==> src/rtl/spm_pkg.sv <==
package spm_pkg;

    localparam int LED_COUNT = 48;

    localparam int LEVEL_W  = 16;
    localparam int OFFSET_W = 14;
    localparam int HOLD_W   = 17;
    localparam int LEDS_W   = 6;
    localparam int DAC_W    = 8;
    localparam int CFG_W    = 17;
    localparam int CFG_IDX_W = 1;

    localparam logic [OFFSET_W-1:0] OFFSET_RESET = OFFSET_W'(256);
    localparam logic [HOLD_W-1:0]   DECAY_RESET  = HOLD_W'(492);
    localparam logic [HOLD_W-1:0]   FULL_Q16     = HOLD_W'(65536);

    typedef logic signed [LEVEL_W-1:0] t_level;
    typedef logic [LEDS_W-1:0]         t_leds;
    typedef logic [DAC_W-1:0]          t_dac;
    typedef logic [HOLD_W-1:0]         t_hold;

    typedef enum logic [CFG_IDX_W-1:0] {
        CFG_OFFSET = 1'b0,
        CFG_DECAY  = 1'b1
    } t_cfg_idx;

endpackage

==> src/rtl/spm_in_if.sv <==
interface spm_in_if import spm_pkg::*; ();
    logic   valid;
    logic   ready;
    t_level left_level;
    t_level right_level;

    modport source (output valid, output left_level, output right_level, input ready);
    modport sink   (input valid, input left_level, input right_level, output ready);
endinterface

==> src/rtl/spm_out_if.sv <==
interface spm_out_if import spm_pkg::*; ();
    logic  valid;
    logic  ready;
    t_leds left_leds;
    t_leds right_leds;
    t_dac  left_dac;
    t_dac  right_dac;

    modport source (output valid, output left_leds, output right_leds,
                    output left_dac, output right_dac, input ready);
    modport sink   (input valid, input left_leds, input right_leds,
                    input left_dac, input right_dac, output ready);
endinterface

==> src/rtl/stereo_peak_meter_ballistics.sv <==
// Channel   Direction  Handshake            Payload
// i_in      sink       valid/ready          left_level, right_level
// o_out     source     valid/ready          left_leds, right_leds, left_dac, right_dac
// i_cfg_*   write      i_cfg_we             i_cfg_idx, i_cfg_data
//
// Two register stages: an input register, then the result register. The held
// levels update as a transaction moves from the first to the second, so one
// transaction per cycle is sustained while the output is not stalled.
// Synchronous active-low reset clears both valid flags, the held levels and
// loads the register defaults. A stalled output backs up into the input
// register; the input is ready while that register is empty or moving on.
module stereo_peak_meter_ballistics import spm_pkg::*; (
    input  logic                 i_clk,
    input  logic                 i_rst_n,
    input  logic                 i_cfg_we,
    input  logic [CFG_IDX_W-1:0] i_cfg_idx,
    input  logic [CFG_W-1:0]     i_cfg_data,
    spm_in_if.sink               i_in,
    spm_out_if.source            o_out
);

    localparam int SUM_W   = 18;
    localparam int SPAN    = 2048;
    localparam int SPAN_SH = 5;
    localparam int MUL_W   = 25;
    localparam int SCALED_W = MUL_W - 16;

    logic [OFFSET_W-1:0] r_offset;
    t_hold               r_decay;
    t_hold               r_left_hold, r_right_hold;
    t_hold               n_left_hold, n_right_hold;

    logic   r_a_valid;
    t_level r_a_left, r_a_right;

    logic  r_b_valid;
    t_leds r_b_left_leds, r_b_right_leds;
    t_dac  r_b_left_dac, r_b_right_dac;
    t_leds n_left_leds, n_right_leds;
    t_dac  n_left_dac, n_right_dac;

    logic b_load;
    logic a_load;

    function automatic t_hold level_frac(input t_level level, input logic [OFFSET_W-1:0] offs);
        logic signed [SUM_W-1:0] sum;
        logic [HOLD_W-1:0]       res;
        begin
            sum = SUM_W'(level) + $signed({4'b0, offs}) + SUM_W'(SPAN);
            if (sum <= 0) begin
                res = '0;
            end else if (sum >= SUM_W'(SPAN)) begin
                res = FULL_Q16;
            end else begin
                res = HOLD_W'(sum[10:0]) << SPAN_SH;
            end
            return res;
        end
    endfunction

    function automatic t_hold new_hold(input t_hold hold, input t_hold decay, input t_hold frac);
        t_hold fallen;
        begin
            fallen = (hold > decay) ? (hold - decay) : '0;
            return (frac > fallen) ? frac : fallen;
        end
    endfunction

    function automatic logic [SCALED_W-1:0] ceil_scale(input t_hold hold,
                                                        input logic [7:0] mult);
        logic [MUL_W-1:0] prod;
        begin
            prod = MUL_W'(hold) * MUL_W'(mult) + MUL_W'(16'hFFFF);
            return prod[MUL_W-1:16];
        end
    endfunction

    function automatic t_leds led_count(input t_hold hold);
        logic [SCALED_W-1:0] n;
        begin
            n = ceil_scale(hold, 8'(LED_COUNT));
            return (n > SCALED_W'(2**LEDS_W - 1)) ? {LEDS_W{1'b1}} : n[LEDS_W-1:0];
        end
    endfunction

    function automatic t_dac dac_code(input t_hold hold);
        logic [SCALED_W-1:0] n;
        begin
            n = ceil_scale(hold, 8'd255);
            return n[DAC_W-1:0];
        end
    endfunction

    assign b_load = r_a_valid && (!r_b_valid || o_out.ready);
    assign a_load = i_in.valid && i_in.ready;
    assign i_in.ready = !r_a_valid || b_load;

    always_comb begin
        n_left_hold  = new_hold(r_left_hold, r_decay, level_frac(r_a_left, r_offset));
        n_right_hold = new_hold(r_right_hold, r_decay, level_frac(r_a_right, r_offset));
        n_left_leds  = led_count(n_left_hold);
        n_right_leds = led_count(n_right_hold);
        n_left_dac   = dac_code(n_left_hold);
        n_right_dac  = dac_code(n_right_hold);
    end

    always_ff @(posedge i_clk) begin
        if (!i_rst_n) begin
            r_offset     <= OFFSET_RESET;
            r_decay      <= DECAY_RESET;
            r_left_hold  <= '0;
            r_right_hold <= '0;
            r_a_valid    <= 1'b0;
            r_b_valid    <= 1'b0;
        end else begin
            if (i_cfg_we) begin
                case (t_cfg_idx'(i_cfg_idx))
                    CFG_OFFSET: r_offset <= i_cfg_data[OFFSET_W-1:0];
                    CFG_DECAY:  r_decay  <= i_cfg_data[HOLD_W-1:0];
                    default: ;
                endcase
            end
            if (a_load) begin
                r_a_valid <= 1'b1;
            end else if (b_load) begin
                r_a_valid <= 1'b0;
            end
            if (b_load) begin
                r_b_valid    <= 1'b1;
                r_left_hold  <= n_left_hold;
                r_right_hold <= n_right_hold;
            end else if (o_out.ready) begin
                r_b_valid <= 1'b0;
            end
        end
    end

    always_ff @(posedge i_clk) begin
        if (a_load) begin
            r_a_left  <= i_in.left_level;
            r_a_right <= i_in.right_level;
        end
        if (b_load) begin
            r_b_left_leds  <= n_left_leds;
            r_b_right_leds <= n_right_leds;
            r_b_left_dac   <= n_left_dac;
            r_b_right_dac  <= n_right_dac;
        end
    end

    assign o_out.valid      = r_b_valid;
    assign o_out.left_leds  = r_b_left_leds;
    assign o_out.right_leds = r_b_right_leds;
    assign o_out.left_dac   = r_b_left_dac;
    assign o_out.right_dac  = r_b_right_dac;

endmodule
==> src/flat_wrapper.sv <==
// flat-port wrapper written by rule: the top's interface ports become plain ports
module stereo_peak_meter_ballistics_flat import spm_pkg::*;
  (i_clk, i_rst_n, i_cfg_we, i_cfg_idx, i_cfg_data, i_in_valid, i_in_left_level, i_in_right_level, i_in_ready, o_out_valid, o_out_left_leds, o_out_right_leds, o_out_left_dac, o_out_right_dac, o_out_ready);
  spm_in_if i_in_i ();
  spm_out_if o_out_i ();
  input  logic i_clk;
  input  logic i_rst_n;
  input  logic i_cfg_we;
  input  logic [CFG_IDX_W-1:0] i_cfg_idx;
  input  logic [CFG_W-1:0] i_cfg_data;
  input wire logic [$bits(i_in_i.valid)-1:0] i_in_valid;
  input wire logic [$bits(i_in_i.left_level)-1:0] i_in_left_level;
  input wire logic [$bits(i_in_i.right_level)-1:0] i_in_right_level;
  output wire logic [$bits(i_in_i.ready)-1:0] i_in_ready;
  output wire logic [$bits(o_out_i.valid)-1:0] o_out_valid;
  output wire logic [$bits(o_out_i.left_leds)-1:0] o_out_left_leds;
  output wire logic [$bits(o_out_i.right_leds)-1:0] o_out_right_leds;
  output wire logic [$bits(o_out_i.left_dac)-1:0] o_out_left_dac;
  output wire logic [$bits(o_out_i.right_dac)-1:0] o_out_right_dac;
  input wire logic [$bits(o_out_i.ready)-1:0] o_out_ready;
  assign i_in_i.valid = i_in_valid;
  assign i_in_i.left_level = i_in_left_level;
  assign i_in_i.right_level = i_in_right_level;
  assign i_in_ready = i_in_i.ready;
  assign o_out_valid = o_out_i.valid;
  assign o_out_left_leds = o_out_i.left_leds;
  assign o_out_right_leds = o_out_i.right_leds;
  assign o_out_left_dac = o_out_i.left_dac;
  assign o_out_right_dac = o_out_i.right_dac;
  assign o_out_i.ready = o_out_ready;
  stereo_peak_meter_ballistics u_core (.i_clk(i_clk), .i_rst_n(i_rst_n), .i_cfg_we(i_cfg_we), .i_cfg_idx(i_cfg_idx), .i_cfg_data(i_cfg_data), .i_in(i_in_i), .o_out(o_out_i));
endmodule
==> config.mk <==
export PLATFORM = sky130hd
export DESIGN_NAME = stereo_peak_meter_ballistics_flat
export DESIGN_NICKNAME = d
export VERILOG_FILES = /design/src/rtl/spm_pkg.sv /design/src/rtl/spm_in_if.sv /design/src/rtl/spm_out_if.sv /design/src/rtl/stereo_peak_meter_ballistics.sv /design/src/flat_wrapper.sv
export SDC_FILE = /design/constraint.sdc
export NUM_CORES = 1
export LEC_CHECK = 0
export BUFFER_PORTS_ARGS = -buffer_cell sky130_fd_sc_hd__buf_2
export CAP_MARGIN = 15
export CORE_MARGIN = 3
export CORE_UTILIZATION = 60
export DETAILED_ROUTE_END_ITERATION = 8
export PLACE_DENSITY = 0.84
export SYNTH_ARGS = -nofsm -noshare
export SYNTH_HDL_FRONTEND = slang
export SYNTH_SLANG_ARGS = --single-unit
==> constraint.sdc <==
create_clock -name i_clk -period 13.55 [get_ports i_clk]
set_input_delay 0.6775 -clock i_clk [delete_from_list [all_inputs] [get_ports i_clk]]
set_output_delay 0.6775 -clock i_clk [all_outputs]
set_load 0.1 [all_outputs]
==> results.sh <==
export IMPL_outcome="complete, no violations"
export IMPL_ctsResizeCount=0
export IMPL_arrival_ps=10670
export IMPL_grt_antenna_before_repair=0
export IMPL_pin_count=85
export IMPL_dp_cells=2268
export IMPL_synth_top_area_share=0.1844
export IMPL_fmax_mhz=95.40
export IMPL_final_seq_area_um2=3143
export IMPL_yosysSeqAreaShare=0.1914
export IMPL_setup_tns_ps=0
export IMPL_synth_area_um2=16420
export IMPL_r2r_start="u_core.r_a_left[2]"
export IMPL_finalMaxSlewViolations=0
export IMPL_clk_latency_ps=430
export IMPL_wl_per_cell_um=17.31
export IMPL_tritoncts="done"
export IMPL_core_um2=26500
export IMPL_drive_gt1_frac=0.08397
export IMPL_postSynthAreaPerCell_um2=8.792
export IMPL_vias_per_cell=5.944
export IMPL_dpl_hpwl_um=32220
export IMPL_synth_top_area_cell="ha_1"
export IMPL_initial_core_util=0.6197
export IMPL_grt_start_max_net_pins=75
export IMPL_root_buffer="clkbuf_16"
export IMPL_critPathRequiredTime_ps=13740
export IMPL_worstSetupPathType="reg -> reg"
export IMPL_syn2layout_area_growth_pct=8.578
export IMPL_nNetsFinal=2399
export IMPL_syn_nets=2315
export IMPL_first_global_vias=13823
export IMPL_holdCritStartpoint="i_in_right_level[15]"
export IMPL_relSlewSlack=0.2204
export IMPL_cts_buffers_inserted=17
export IMPL_r2r_setup_slack_ps=3070
export IMPL_synthCells=1868
export IMPL_hold_viol=0
export IMPL_clk_path_buf_depth=2
export IMPL_max_cap_viol_count=0
export IMPL_drc_errors=0
export IMPL_multi_input_area_um2=11960
export IMPL_cts_max_level=4
export IMPL_cts_hold_buf=0
export IMPL_io_buffers=84
export IMPL_finalCriticalPeriod_ps=10480
export IMPL_critPathMaxStageDelay_ps=630
export IMPL_drtIter0Drc=900
export IMPL_cpMaxStageDelayCell="fa_1"
export IMPL_cts_setup_buffers=0
export IMPL_cp_max_fo=11
export IMPL_ff2ff_path_depth=35
export IMPL_min_to="u_core.r_a_right[15]"
export IMPL_rsz0062_at_grt="no"
export IMPL_crit_path_start_kind="register"
export IMPL_min_period_over_period=0.7736
export IMPL_drt_pass1_iterations=7
export IMPL_gp_congestion=0.9824
export IMPL_grt_pass1_wl_um=66790
export IMPL_grt_overflow_total=0
export IMPL_synth_distinct_cells=82
export IMPL_min_path_cells=1
export IMPL_tightest_slew_ps=1165
export IMPL_ys_async_sr_fraction=0
export IMPL_finalClockSkew_ps=18.66
export IMPL_setup_viol=0
export IMPL_synth_edff_count=60
export IMPL_worstSetupEndpointType="register"
export IMPL_vias=13677
export IMPL_fp_dieArea_um2=29390
export IMPL_fillers=2024
export IMPL_final_util=0.6729
export IMPL_die_w_um=171.4
export IMPL_chipHeight_um=171.4
export IMPL_timing_rr_end="u_core.o_out.left_dac[7]"
export IMPL_num_rows=59
export IMPL_ys_seq_elements=127
export IMPL_cts_sinks=127
export IMPL_grt_usage=0.2801
export IMPL_drt_total_wl_um=39840
export IMPL_ant_nets=0
export IMPL_hp_class="in -> reg"
export IMPL_crit_path_frequent_cell="inv_1"
export IMPL_clk_pin_slew_ps=80
export IMPL_synthFlopType="dfxtp_1"
export IMPL_yosysWarningCount=0
export IMPL_layoutNonFillerInstCount=2301
export IMPL_ys_top_cells_by_area="ha_1, fa_1, edfxtp_1, dfxtp_1, inv_1"
-- routing by layer --
layer / GRT usage / up-vias / wire length, um
li1: - / 6501 / -
met1: 0.3727 / 6635 / 17450
met2: 0.4853 / 475 / 19160
met3: 0.03447 / 66 / 2282
met4: 0.07628 / 0 / 945
met5: 0 / - / 0
-- how the worst max path moves through the flow --
stage                                  start                       end  slack (ps)  depth (start not counted)
after CTS                 u_core.r_a_left[2]  u_core.o_out.left_dac[7]        3140                         38
after floorplan           u_core.r_a_left[2]  u_core.o_out.left_dac[7]        3970                         38
after detailed placement  u_core.r_a_left[1]  u_core.o_out.left_dac[7]        3200                         38
after global placement    u_core.r_a_left[1]  u_core.o_out.left_dac[7]        3500                         39
final                     u_core.r_a_left[2]  u_core.o_out.left_dac[7]        3070                         35
after global routing      u_core.r_a_left[2]  u_core.o_out.left_dac[7]        2170                         39
-- worst max-delay path, delay by kind of cell, from the launching register on --
kind / cells / cell delay [ps]
simple gates: 6 / 1840
xor+xnor: 1 / 80
flops: 1 / 370
buf+inv: 5 / 650
mux: 1 / 370
compound gates: 14 / 3560
fa+ha+maj: 8 / 3350
-- cell type report --
| cell class | instances | share of cell area |
|---|---|---|
| Sequential cell | 127 | 0.1763 |
| Multi-Input combinational cell | 1388 | 0.6704 |
| Clock inverter | 15 | 0.01045 |
| Tap cell | 335 | 0.02351 |
| Timing Repair Buffer | 91 | 0.02652 |
| Antenna cell | 1 | 0.0001403 |
| Inverter | 327 | 0.06883 |
| Clock buffer | 17 | 0.02386 |
-- cells in the mapped netlist (all sizes together) (6+ instances only) --
library cell / number
clkbuf: 25
and3: 11
o211ai: 12
dfxtp: 67
nand2b: 31
o21a: 20
nor4: 10
xnor2: 55
nand4: 15
xor2: 35
nor2b: 16
nor2: 123
o22ai: 8
a31oi: 6
mux2: 8
or3: 10
nand2: 153
edfxtp: 60
o21ai: 84
or2: 8
a21o: 41
nor3: 23
and2: 15
ha: 242
nand3: 24
o31ai: 13
o21bai: 7
inv: 327
a211oi: 19
a21oi: 166
fa: 150
-- registers in the layout, indices dropped and copies added, names as in the netlist, 8 cells and up --
name,flops
u_core.o_out.left_dac,8
u_core.o_out.right_dac,8
u_core.r_a_left,16
u_core.r_a_right,16
u_core.r_decay,17
u_core.r_left_hold,17
u_core.r_offset,14
u_core.r_right_hold,17
-- cells by family after synthesis --
kind of cell	Yosys count	share of synthesized area
fa+ha+maj	392	0.3672
buf+inv	353	0.08068
xor+xnor	90	0.04845
flops	127	0.1914
compound gates	434	0.1691
simple gates	459	0.1344
mux	13	0.008761
-- cell usage in the layout (no fill, tap or decap), types with 20 or more instances in the layout --
| master | instances |
|---|---|
| xor2_1 | 35 |
| fa_1 | 150 |
| dfxtp_1 | 67 |
| nor2_1 | 123 |
| nor3_1 | 23 |
| buf_2 | 84 |
| inv_1 | 326 |
| xnor2_1 | 54 |
| nand2b_1 | 31 |
| nand3_1 | 24 |
| a21o_1 | 41 |
| ha_1 | 242 |
| o21ai_0 | 81 |
| edfxtp_1 | 60 |
| a21oi_1 | 165 |
| nand2_1 | 153 |
| o21a_1 | 20 |
-- through the flow --
step | hold WS [ps] | setup slack (ps) | instance area [um^2]
after floorplan | 436.3 | 3974 | 16420
after global placement | 442.5 | 3499 | 17220
after detailed placement | 448.0 | 3199 | 17220
after CTS | 404.5 | 3137 | 17830
after global routing | 403.6 | 2172 | 17830
final | 416.2 | 3068 | 17830
Power is left out: the tool's default activity adds up to more than one toggle a clock period on the data nets, which glitch-free logic cannot reach.
